File: config.mk
export PLATFORM = sky130hd
export DESIGN_NAME = npc_ctrl
export DESIGN_NICKNAME = d
export VERILOG_FILES = /design/src/hw/rtl/npc_pkg.sv /design/src/hw/rtl/npc_ctrl.sv
export SDC_FILE = /design/constraint.sdc
export NUM_CORES = 1
export LEC_CHECK = 0
export BUFFER_PORTS_ARGS = -buffer_cell sky130_fd_sc_hd__buf_2
export CORE_MARGIN = 1
export CORE_UTILIZATION = 43
export DETAILED_ROUTE_END_ITERATION = 7
export PLACE_DENSITY = 0.79
export SLEW_MARGIN = 20
export SYNTH_ARGS = -nofsm -noshare
export SYNTH_HDL_FRONTEND = slang
export SYNTH_SLANG_ARGS = --single-unit
File: constraint.sdc
create_clock -name clock -period 1.25 [get_ports clock]
set_input_delay 0.25 -clock clock [delete_from_list [all_inputs] [get_ports clock]]
set_output_delay 0.25 -clock clock [all_outputs]
set_load 0.1 [all_outputs]
File: src/hw/rtl/npc_pkg.sv
package npc_pkg;

   // Cap on the per-polygon emitted count: the smaller of 2*MAX_VERTS and 4095
   localparam int MAX_VERTS = 1024;
   localparam int COUNT_CAP_INT = (2 * MAX_VERTS < 4095) ? 2 * MAX_VERTS : 4095;
   localparam logic [11:0] COUNT_CAP = 12'(COUNT_CAP_INT);

   // Configuration register indexes
   typedef logic [0:0] csr_addr_type;
   localparam csr_addr_type CSR_MIN_Z    = 1'b0;
   localparam csr_addr_type CSR_NEAR_EPS = 1'b1;

   localparam int DIV_STEPS = 32;

   typedef enum logic [3:0] {
      ST_IDLE,
      ST_EDGE_LOAD,
      ST_EDGE_DIST,
      ST_EDGE_SUM,
      ST_EDGE_DECIDE,
      ST_DIV_START,
      ST_DIV_WAIT,
      ST_EMIT_BORDER,
      ST_EMIT_CUR,
      ST_EDGE_DONE,
      ST_EMIT_TRAILER
   } ctrl_state_type;

   typedef enum logic [2:0] {
      LERP_IDLE,
      LERP_MUL,
      LERP_DIV,
      LERP_FIX,
      LERP_DONE
   } lerp_state_type;

   typedef enum logic [1:0] {
      OUT_CUR,
      OUT_BORDER,
      OUT_TRAILER
   } out_src_type;

   typedef struct packed {
      logic        cap_in;     // latch the incoming vertex
      logic        set_first;  // it also opens a polygon
      logic        load_edge;  // load edge end points
      logic        edge_close; // closing edge: current back to first
      logic        div_start;
      logic        out_load;
      out_src_type out_src;
      logic        out_olast;
   } cmd_type;

   typedef struct packed {
      logic pin;
      logic cin;
      logic near;
      logic div_done;
      logic out_free;
      logic last;
   } status_type;

endpackage

File: src/hw/rtl/npc_ctrl.sv
module npc_ctrl (
   input  logic                clock,
   input  logic                reset,
   input  logic                req_tvalid,
   output logic                req_tready,
   input  logic                req_tlast,
   input  npc_pkg::status_type status,
   output npc_pkg::cmd_type    cmd
);
   import npc_pkg::*;

   ctrl_state_type state_ff, state_in;
   logic have_first_ff, have_first_in;
   logic edge_close_ff, edge_close_in;
   logic accept;

   assign accept = req_tvalid && (state_ff == ST_IDLE);

   always_comb begin
      state_in      = state_ff;
      have_first_in = have_first_ff;
      edge_close_in = edge_close_ff;
      unique case (state_ff)
         ST_IDLE: begin
            if (accept) begin
               have_first_in = 1'b1;
               edge_close_in = !have_first_ff;
               if (have_first_ff || req_tlast) begin
                  state_in = ST_EDGE_LOAD;
               end
            end
         end
         ST_EDGE_LOAD:   state_in = ST_EDGE_DIST;
         ST_EDGE_DIST:   state_in = ST_EDGE_SUM;
         ST_EDGE_SUM:    state_in = ST_EDGE_DECIDE;
         ST_EDGE_DECIDE: begin
            if (status.pin && status.cin) begin
               state_in = ST_EMIT_CUR;
            end else if (status.pin != status.cin) begin
               state_in = status.near ? ST_EMIT_BORDER : ST_DIV_START;
            end else begin
               state_in = ST_EDGE_DONE;
            end
         end
         ST_DIV_START:   state_in = ST_DIV_WAIT;
         ST_DIV_WAIT:    if (status.div_done) state_in = ST_EMIT_BORDER;
         ST_EMIT_BORDER: begin
            if (status.out_free) begin
               state_in = status.cin ? ST_EMIT_CUR : ST_EDGE_DONE;
            end
         end
         ST_EMIT_CUR:    if (status.out_free) state_in = ST_EDGE_DONE;
         ST_EDGE_DONE: begin
            if (status.last && !edge_close_ff) begin
               edge_close_in = 1'b1;
               state_in      = ST_EDGE_LOAD;
            end else if (status.last) begin
               state_in = ST_EMIT_TRAILER;
            end else begin
               state_in = ST_IDLE;
            end
         end
         ST_EMIT_TRAILER: begin
            if (status.out_free) begin
               have_first_in = 1'b0;
               state_in      = ST_IDLE;
            end
         end
         default: state_in = ST_IDLE;
      endcase
   end

   always_comb begin
      cmd            = '0;
      cmd.out_src    = OUT_CUR;
      cmd.edge_close = edge_close_ff;
      unique case (state_ff)
         ST_IDLE: begin
            cmd.cap_in    = accept;
            cmd.set_first = accept && !have_first_ff;
         end
         ST_EDGE_LOAD: cmd.load_edge = 1'b1;
         ST_DIV_START: cmd.div_start = 1'b1;
         ST_EMIT_BORDER: begin
            // a border point ends the item only on a leaving main edge
            cmd.out_load  = status.out_free;
            cmd.out_src   = OUT_BORDER;
            cmd.out_olast = !status.last && !status.cin;
         end
         ST_EMIT_CUR: begin
            cmd.out_load  = status.out_free;
            cmd.out_src   = OUT_CUR;
            cmd.out_olast = !status.last;
         end
         ST_EMIT_TRAILER: begin
            cmd.out_load  = status.out_free;
            cmd.out_src   = OUT_TRAILER;
            cmd.out_olast = 1'b1;
         end
         default: ;
      endcase
   end

   always_ff @(posedge clock) begin
      if (reset) begin
         state_ff      <= ST_IDLE;
         have_first_ff <= 1'b0;
         edge_close_ff <= 1'b0;
      end else begin
         state_ff      <= state_in;
         have_first_ff <= have_first_in;
         edge_close_ff <= edge_close_in;
      end
   end

   assign req_tready = (state_ff == ST_IDLE);

   a_load_into_free: assert property (@(posedge clock) disable iff (reset)
      cmd.out_load |-> status.out_free)
      else $error("output word loaded over a pending one");

   a_div_on_crossing: assert property (@(posedge clock) disable iff (reset)
      cmd.div_start |-> (status.pin != status.cin) && !status.near)
      else $error("interpolation started on a non-crossing edge");

   a_trailer_ends_polygon: assert property (@(posedge clock) disable iff (reset)
      (cmd.out_load && cmd.out_src == OUT_TRAILER) |=> !have_first_ff && req_tready)
      else $error("polygon not closed after trailer");

endmodule

==> flow_summary_export.csv, run 1 <==
group,metric,value,unit
yosys,ys_seq_area_frac,0.197,
clocking,cts_hold_buf,0,
run_status,tool.error,"[ERROR DPL-0038] Utilization greater than 100%, impossible to legalize",
place,place.gp.congestion,0.843,
yosys,yosys_warnings,0,
die,ios,20,
sta,worstEndpointGrtRepair,"cmd[7]",
global_route,grt_max_degree,19,
sta,endpoint_type,"top-level output",
die,start_util,0.463,
yosys,synthArstFlopShare,0,
yosys,netlist_top_cells_area,"dfxtp_1, a211oi_2, o21ai_0",
yosys,synth_common_cells,"dfxtp_1, o21ai_0, inv_1, nor3_1, nand2_1",
die,die-width,39.7,um
yosys,synth_top_area_share,0.197,
yosys,synth_area,611,sq um
clocking,clock_sinks,6,
clocking,clockRootBuffer,"clkbuf_4",
yosys,ys_ff_latch,6,
yosys,synth_edf_count,0,
yosys,syn_nets,88,
yosys,synth_top_flop_cell,"dfxtp_1",
yosys,netlist_instances,77,
yosys,avgSynthCellArea,7.93,sq um
place,port_buffers,19,
yosys,synth_cell_types,38,
die,std_cell_rows,13,
run_status,outcome,"did not finish",
die,die_h,39.7,um
yosys,yosysTopAreaCell,"dfxtp_1",
place,hpwlAfterDp,1690,um
clocking,cts_buffers,3,
clocking,htreeDepth,1,
run_status,lastStage,"global routing",
clocking,clock_path_buffers,2,
[repair_timing]
action / CTS
endpoints found under the setup margin: 15
pin swaps: 6
resized for setup: 26
buffers inserted: 5
[logic make-up after synthesis]
kind of cell / share of synthesized area
DFF: 0.197
AOI/OAI and AO/OA: 0.336
adders and majority gates: 0.0205
and+or+nand+nor: 0.342
buffers and inverters: 0.104
[through the flow]
step                cell area, sq um   util  setup TNS, ps  worst slack [ps]  std cells
floorplan                        677      -         -11800             -1680         77
detailed placement              1080  0.821          -2990              -270        128
global placement                1080  0.821          -2020              -213        128
CTS                             1230  0.936          -4050              -445        136
==> run 2: changes to the inputs <==
Settings changed: CORE_AREA from default to 2 2 63 65, CORE_MARGIN 1 to default, CORE_UTILIZATION 43 to default, DIE_AREA from default to 0 0 65 67, PLACE_DENSITY 0.79 to default, PLACE_DENSITY_LB_ADDON from default to 0.15.
Clock period 1.25 ns to 1.6 ns, I/O delays scaled along.
==> run 2 against run 1 <==
The flow now finishes, with violations (setup timing). Synthesized cell count unchanged. Synthesized area did not move.
==> flow_summary_export.csv, run 2 <==
group,metric,value,unit
cells_and_area,nets,131,
place,port_buffers,19,
detailed_routing,drt_iter0_markers,30,
place,placed_cell_area,1040,sq um
yosys,syn_nets,88,
cells_and_area,regMostFlops,"state_ff",
cells_and_area,multiInputGateArea,503,sq um
sta,tightestPinTransition,484,ps
sta,period_share,1.07,
cells_and_area,antenna_cells,0,
clocking,clk-insertion-delay-late,220,ps
detailed_routing,antenna_left,0,
clocking,cts_buffers,3,
clocking,clockRootBuffer,"clkbuf_8",
cells_and_area,seq_area,135,sq um
cells_and_area,final_cell_mix,"buf_4, buf_2, buf_12",
yosys,avgSynthCellArea,7.93,sq um
yosys,synth_top_flop_cell,"dfxtp_1",
sta,hold-worst-slack,370,ps
place,hpwlAfterDp,1540,um
clocking,clock_path_buffers,2,
global_route,antenna_found_initial,0,
setup_path,cp_max_fo,5,
worst_hold_path,hp-class,"input port to flop",
sta,worst_slew_margin_rel,0.679,
global_route,grt_pass1_vias,759,
sta,drv_slew,0,
setup_path,startpoint_type,"flop",
worst_hold_path,min_from,"reset",
detailed_routing,vias_per_cell,4.57,
die,std_cell_rows,22,
sta,fin_skew,3.85,ps
worst_hold_path,hold_end,"state_ff[1]",
die,die_h,67,um
power,power_switching_share,0.499,
yosys,netlist_top_cells_area,"dfxtp_1, a211oi_2, o21ai_0",
sta,max_freq,0.586,GHz
run_status,violations,"setup timing",
global_route,grt_max_degree,12,
detailed_routing,wl_per_cell,12.4,um
run,drv_cap,0,
die,die-width,65,um
global_route,gr-usage-all-layers,0.103,
cells_and_area,fin_area,1220,sq um
yosys,yosysTopAreaCell,"dfxtp_1",
detailed_routing,vias,759,
sta,fin_ws,-107,ps
yosys,netlist_instances,77,
yosys,synth_edf_count,0,
yosys,synth_cell_types,38,
power,ir_drop,0.471,mV
detailed_routing,drcViolationCount,0,
cells_and_area,fillers,394,
setup_path,worst-r2r-cell-count,7,
clocking,clock_sinks,6,
yosys,synth_top_area_share,0.197,
place,place.gp.congestion,0.778,
setup_path,cp.arrival,1390,ps
power,p_int,1.22,mW
power,switching_power,1.22,mW
run_status,outcome,"complete, but fails checks",
power,cellLeakagePower,0.501,nW
clocking,cts_hold_buf,0,
sta,rsz0062_at_grt,"true",
global_route,grt_overflow,0,
die,ios,20,
sta,min_period,1710,ps
cells_and_area,layout-drive-gt1-share,0.593,
worst_hold_path,hold_path_depth,2,
clocking,htreeDepth,1,
power,pwr-share-seq,0.132,
yosys,yosys_warnings,0,
cells_and_area,reg_top3,"state_ff: 4 flops, edge_close_ff: 1 flops, have_first_ff: 1 flops",
cells_and_area,area_growth,99.4,%
global_route,grt_pass1_wl,3440,um
power,power_frac_comb,0.773,
yosys,synth_area,611,sq um
detailed_routing,routed_wl,2060,um
yosys,ys_seq_area_frac,0.197,
die,core_area,3610,sq um
setup_path,crit_required,1280,ps
sta,finalHoldViolations,0,
setup_path,worstReg2RegEnd,"edge_close_ff",
setup_path,reg2reg_from,"state_ff[1]",
sta,setup_viol,8,
power,clkPwrFrac,0.095,
cells_and_area,layout_commonest_cell,"buf_4",
die,die_area,4360,sq um
clocking,clkTransAtPathRegs,40,ps
yosys,synth_common_cells,"dfxtp_1, o21ai_0, inv_1, nor3_1, nand2_1",
cells_and_area,largest_register_ffs,4,
setup_path,end_kind,"output pin",
yosys,ys_ff_latch,6,
setup_path,critical_path_class,"flop to output pin",
clocking,cts_tree,"done",
power,pwr_density_cell,2000,nW/um^2
setup_path,r2r_slack,-10,ps
die,start_util,0.169,
yosys,synthArstFlopShare,0,
detailed_routing,firstDrtPassIters,4,
cells_and_area,postLayoutCoreUtil,0.338,
-- run 2: cell counts after synthesis --
No cell type changed its count.
-- run 2: worst max path at each step --
stage / end / slack [ps] / startpoint
after floorplan: cmd[7] / -1400 / state_ff[1]
after global placement: cmd[3] / 70 / state_ff[2]
after detailed placement: cmd[3] / 50 / state_ff[3]
after CTS: cmd[7] / -110 / state_ff[1]
after global routing: cmd[7] / -200 / state_ff[1]
final: cmd[7] / -110 / state_ff[1]
-- run 2: cell type report --
type,count,share of cell area
sequential,6,0.111
tap,48,0.0493
clock buffer,3,0.0339
timing repair buffer,45,0.377
inverter,5,0.0154
multi-input combinational,59,0.413
-- run 2: worst max-delay path, cell delays in order, from the launching register on --
cell and delay [ps]:
dfxtp_4 360, nor4_4 290, and2_4 180, nor2b_4 150, buf_12 180
-- run 2: metrics by stage --
| step | setup slack, ps | total power, mW | TNS [ps] | instances |
|---|---|---|---|---|
| after floorplan | -1400 | 1.46 | -7790 | 77 |
| after CTS | -112 | 2.40 | -425 | 162 |
| after global placement | 69.5 | 2.05 | 0 | 154 |
| after global routing | -195 | 2.58 | -1060 | 166 |
| final | -107 | 2.44 | -464 | 166 |
| after detailed placement | 52.7 | 2.05 | 0 | 154 |
-- run 2: power by group through the flow --
| stage | sequential [mW] | combinational (mW) | clock, mW |
|---|---|---|---|
| 2_1_floorplan | 0.260 | 1.20 | 0 |
| 3_5_place_dp | 0.292 | 1.76 | 0 |
| 6_report | 0.322 | 1.89 | 0.231 |
| 4_1_cts | 0.318 | 1.84 | 0.239 |
| 3_3_place_gp | 0.292 | 1.76 | 0 |
| 5_1_grt | 0.335 | 2.00 | 0.247 |
-- run 2: logic make-up after synthesis --
logic type,after synthesis,share of synthesized area
flip-flops,6,0.197
adder cells (fa/ha/maj),1,0.0205
AND/OR/NAND/NOR,31,0.342
buffers and inverters,12,0.104
AO/OA/AOI/OAI,27,0.336
-- run 2: routing by layer --
metal | vias up | track usage | part of all wire | wire length (um)
met4 | 0 | 0.0160 | 0.0053 | 11
met2 | 14 | 0.170 | 0.49 | 1010
met1 | 365 | 0.137 | 0.46 | 953
met3 | 2 | 0.0270 | 0.045 | 92
met5 | - | 0 | 0 | 0
li1 | 378 | - | - | -
-- run 2: timing repair --
item                                    4_1_cts  5_1_grt
pin swaps                                     0        4
resized for setup                            13       10
buffers inserted                              5        6
endpoints found under the setup margin        8       11
Power figures use the tool's default switching activity.
==> run 3: changes to the inputs <==
==> constraint.sdc (replaced) <==
create_clock -name clock -period 1.6 [get_ports clock]
set_input_delay 0.16 -clock clock [delete_from_list [all_inputs] [get_ports clock]]
set_output_delay 0.16 -clock clock [all_outputs]
set_load 0.1 [all_outputs]
==> run 3 against run 2 <==
The flow still finishes with violations (setup timing). Global-route usage down 0.21 points. Sequential power about the same. Hold slack worse by 180 ps. Largest cell class unchanged.
==> flow_summary_export.csv, run 3 (synthesized netlist as in run 2, its figures left out) <==
group,metric,value,unit
die,core_area,3610,sq um
detailed_routing,drt_iter0_markers,9,
sta,finalHoldViolations,0,
power,pwr-share-seq,0.139,
cells_and_area,antenna_cells,0,
run,drv_cap,0,
clocking,clk-insertion-delay-late,220,ps
global_route,grt_pass1_wl,3330,um
clocking,htreeDepth,1,
setup_path,reg2reg_from,"state_ff[2]",
setup_path,end_kind,"output pin",
power,power,2.31,mW
clocking,clockRootBuffer,"clkbuf_8",
setup_path,cp_max_fo,7,
setup_path,startpoint_type,"flop",
setup_path,r2r_slack,140,ps
clocking,clkTransAtPathRegs,40,ps
cells_and_area,regMostFlops,"state_ff",
die,die_h,67,um
worst_hold_path,min_from,"status[1]",
cells_and_area,area_growth,80.5,%
die,die-width,65,um
setup_path,critical_path_class,"flop to output pin",
clocking,cts_tree,"done",
power,pwr_density_cell,2090,nW/um^2
place,place.gp.congestion,0.775,
place,port_buffers,19,
clocking,cts_buffers,3,
die,start_util,0.169,
detailed_routing,drcViolationCount,0,
worst_hold_path,hp-class,"input port to flop",
cells_and_area,final_cell_mix,"buf_4, buf_2, buf_12",
power,cellLeakagePower,0.434,nW
sta,setup_viol,1,
cells_and_area,layoutNonFillerInstCount,155,
detailed_routing,vias_per_cell,4.46,
sta,period_share,1.01,
global_route,grt_pass1_vias,716,
clocking,clock_sinks,6,
clocking,cts_hold_buf,0,
sta,rsz0062_at_grt,"true",
setup_path,cp.arrival,1460,ps
detailed_routing,vias,691,
detailed_routing,firstDrtPassIters,3,
setup_path,crit_required,1440,ps
power,switching_power,1.19,mW
sta,fin_ws,-21.3,ps
run_status,violations,"setup timing",
setup_path,worstReg2RegEnd,"state_ff[2]",
power,ir_drop,0.410,mV
power,power_switching_share,0.515,
setup_path,worst-r2r-cell-count,6,
place,dpl.cell_count,149,
die,ios,20,
global_route,grt_max_degree,16,
sta,max_freq,0.617,GHz
power,p_int,1.12,mW
cells_and_area,layout-drive-gt1-share,0.542,
cells_and_area,layout_commonest_cell,"buf_4",
setup_path,critPathMaxStageDelay,360,ps
place,hpwlAfterDp,1530,um
setup_path,slowest_stage,"dfxtp_4",
power,power_frac_comb,0.760,
global_route,antenna_found_initial,0,
power,clkPwrFrac,0.101,
sta,drv_slew,0,
worst_hold_path,hold_end,"have_first_ff",
die,std_cell_rows,22,
run_status,outcome,"complete, but fails checks",
global_route,grt_overflow,0,
clocking,clock_path_buffers,2,
sta,worst_slew_margin_rel,0.679,
cells_and_area,reg_top3,"state_ff: 4 flops, edge_close_ff: 1 flops, have_first_ff: 1 flops",
detailed_routing,antenna_left,0,
detailed_routing,routed_wl,1960,um
worst_hold_path,hold_path_depth,2,
sta,fin_skew,4.40,ps
die,die_area,4360,sq um
setup_path,crit_chain,"buf_6, nor4_4, and2_4, nor2b_4, buf_12",
sta,min_period,1620,ps
sta,tightestPinTransition,485,ps
detailed_routing,wl_per_cell,12.7,um
global_route,gr-usage-all-layers,0.101,
cells_and_area,largest_register_ffs,4,
cells_and_area,nets,120,
[run 3: cell count changes in the layout (fill, tap and decap cells not counted), sizes merged]
cell  change
buf      -11
[run 3: layer usage]
layer,wire length [um],up-vias,GRT usage
met2,945,10,0.168
met4,11,0,0.0266
li1,-,356,-
met1,905,323,0.120
met5,0,-,0
met3,99,2,0.0422
[run 3: worst max path at each step]
stage                             end        start  slack [ps]  depth (start not counted)
after floorplan                cmd[7]  state_ff[1]       -1240                          4
after global placement    state_ff[1]  state_ff[2]         100                          5
after detailed placement  state_ff[2]  state_ff[2]         120                          5
after CTS                      cmd[7]  state_ff[0]         -30                          5
after global routing           cmd[7]  state_ff[2]         -60                          5
final                          cmd[7]  state_ff[2]         -20                          5
[run 3: power by group through the flow]
stage | Clock [mW] | Combinational [mW] | Sequential, mW
after floorplan | 0 | 1.20 | 0.260
after global placement | 0 | 1.69 | 0.294
after detailed placement | 0 | 1.68 | 0.293
after CTS | 0.237 | 1.74 | 0.315
after global routing | 0.251 | 1.85 | 0.328
final | 0.232 | 1.75 | 0.321
[run 3: repair_timing]
action	4_1_cts	5_1_grt
pin swaps	2	2
setup endpoints to repair	3	5
resized for setup	9	5
setup buffers	3	0
[run 3: cell type report]
cell class,instances,area [sq um]
Fill cell,384,2500
Tap cell,48,60.1
Sequential cell,6,133
Multi-Input combinational cell,59,492
Clock buffer,3,41.3
Timing Repair Buffer,34,358
Inverter,5,18.8
[run 3: critical path, delay by kind of cell (launching register included)]
kind                   cells  cell delay [ps]
AND/OR/NAND/NOR            3              570
flip-flops                 1              360
buffers and inverters      2              310
[run 3: per-stage QoR]
| stage | utilization | instance area, sq um | hold slack (ps) | setup TNS, ps | setup WS [ps] |
|---|---|---|---|---|---|
| 2_1_floorplan | - | 664 | 225 | -6670 | -1240 |
| 3_3_place_gp | 0.277 | 997 | 432 | 0 | 96.7 |
| 3_5_place_dp | 0.277 | 997 | 425 | 0 | 118 |
| 4_1_cts | 0.301 | 1080 | 192 | -30.9 | -30.9 |
| 5_1_grt | 0.306 | 1100 | 204 | -153 | -63.1 |
| 6_report | 0.306 | 1100 | 194 | -21.3 | -21.3 |
==> run 4: changes to the inputs <==
Settings changed: REMOVE_ABC_BUFFERS from default to 1.
==> run 4 against run 3 <==
The flow now finishes without violations. Maximum frequency rose by 4.6%. Combinational power fell by 3%. First-iteration DRC count rose to 3.8 times the previous value. Register-to-register slack barely moved. Hold slack improved by 9.4 ps. Sequential share of layout area rose by 0.57 points. Clock power fell by 2%. Non-clock buffer count rose by 3. Via count rose by 2.7%.
==> flow_summary_export.csv, run 4 (synthesized netlist as in run 2, its figures left out) <==
group,metric,value,unit
run_status,outcome,"finished, final reports clean",
die,die-width,65,um
cells_and_area,nets,123,
clocking,clock_path_buffers,2,
cells_and_area,layout_commonest_cell,"buf_4",
sta,period_share,0.969,
setup_path,cp_top_family,"simple AND/OR/NAND/NOR gates",
global_route,grt_overflow,0,
global_route,grt_max_degree,16,
worst_hold_path,min_from,"reset",
power,pwr_density_cell,2110,nW/um^2
setup_path,cp_max_fo,6,
global_route,antenna_found_initial,0,
cells_and_area,layoutNonFillerInstCount,158,
die,ios,20,
power,power,2.26,mW
clocking,cts_tree,"done",
power,cellLeakagePower,0.440,nW
cells_and_area,final_cell_mix,"buf_4, buf_2, buf_12",
setup_path,end_kind,"output pin",
setup_path,crit_chain,"nor4_4, and2_4, nor2b_4, buf_12",
setup_path,slowest_stage,"dfxtp_4",
detailed_routing,antenna_left,0,
clocking,clock_sinks,6,
detailed_routing,firstDrtPassIters,4,
detailed_routing,drcViolationCount,0,
global_route,grt_pass1_wl,3360,um
cells_and_area,antenna_cells,0,
clocking,clk-insertion-delay-late,220,ps
run,drv_cap,0,
place,place.gp.congestion,0.744,
setup_path,worst-r2r-cell-count,6,
die,die_h,67,um
detailed_routing,routed_wl,1930,um
cells_and_area,postLayoutCoreUtil,0.297,
clocking,cts_hold_buf,0,
setup_path,crit_buf_inv,1,
detailed_routing,vias,710,
setup_path,reg2reg_from,"state_ff[3]",
sta,finalHoldViolations,0,
cells_and_area,reg_top3,"state_ff: 4 flops, edge_close_ff: 1 flops, have_first_ff: 1 flops",
die,core_area,3610,sq um
sta,max_freq,0.645,GHz
worst_hold_path,hold_end,"state_ff[0]",
setup_path,critPathMaxStageDelay,360,ps
global_route,grt_pass1_vias,728,
sta,tns,0,ps
detailed_routing,wl_per_cell,12.2,um
sta,setup_viol,0,
sta,rsz0062_at_grt,"true",
power,ir_drop,1.17,mV
place,dpl_worst_slack,81.4,ps
die,start_util,0.169,
clocking,htreeDepth,1,
sta,drv_slew,0,
setup_path,critical_path_class,"flop to output pin",
setup_path,worstReg2RegEnd,"state_ff[1]",
clocking,clkTransAtPathRegs,40,ps
die,die_area,4360,sq um
cells_and_area,area_growth,75.6,%
setup_path,r2r_slack,130,ps
sta,fin_ws,50.3,ps
sta,fin_skew,1.46,ps
setup_path,cp.arrival,1390,ps
cells_and_area,fillers,401,
cells_and_area,regMostFlops,"state_ff",
setup_path,crit_required,1440,ps
setup_path,startpoint_type,"flop",
die,std_cell_rows,22,
detailed_routing,drt_iter0_markers,34,
place,placed_cell_area,968,sq um
worst_hold_path,hp-class,"input port to flop",
clocking,clockRootBuffer,"clkbuf_8",
sta,hold-worst-slack,204,ps
cells_and_area,layout-drive-gt1-share,0.491,
place,port_buffers,19,
detailed_routing,vias_per_cell,4.49,
worst_hold_path,hold_path_depth,2,
cells_and_area,fin_area,1070,sq um
sta,tightestPinTransition,484,ps
place,dpl.cell_count,152,
sta,min_period,1550,ps
clocking,cts_buffers,3,
cells_and_area,largest_register_ffs,4,
global_route,gr-usage-all-layers,0.101,
sta,worst_slew_margin_rel,0.680,
place,hpwlAfterDp,1530,um
[run 4: worst max path at each step]
stage                      startpoint     end  slack, ps  cells past startpoint
after floorplan           state_ff[1]  cmd[7]      -2540                      3
after global placement    state_ff[2]  cmd[0]         70                      4
after detailed placement  state_ff[2]  cmd[0]         80                      4
after CTS                 state_ff[3]  cmd[7]          6                      4
after global routing      state_ff[3]  cmd[7]        -20                      4
final                     state_ff[3]  cmd[7]         50                      4
[run 4: final cells by class]
| class | instances | area, sq um | area share |
|---|---|---|---|
| Sequential cell | 6 | 135 | 0.126 |
| Timing Repair Buffer | 37 | 369 | 0.344 |
| Inverter | 5 | 18.8 | 0.0175 |
| Multi-Input combinational cell | 59 | 448 | 0.418 |
| Tap cell | 48 | 60.1 | 0.0560 |
| Clock buffer | 3 | 41.3 | 0.0385 |
[run 4: repair_timing]
action	CTS	global route
hold endpoints to repair	0	0
setup buffers	1	2
pin swaps	1	1
resized for setup	8	6
setup endpoints to repair	6	4
[run 4: worst register-to-register path, stage by stage, from the launching register on]
cell and delay [ps]:
dfxtp_4 360, nor3b_2 150, buf_4 140, buf_4 130, o21bai_2 230, a31oi_1 140, a211oi_2 220
[run 4: where the power goes]
part	internal (mW)	switching, mW
Combinational	0.725	0.967
Clock	0.162	0.0662
Sequential	0.223	0.116
Total	1.11	1.15
[run 4: layer usage]
layer  routed length [um]  global-route usage  vias up
met2                  929               0.160       12
met5                    0                   0        -
met3                   80              0.0355        2
met1                  911               0.130      338
li1                     -                   -      358
met4                    7              0.0239        0
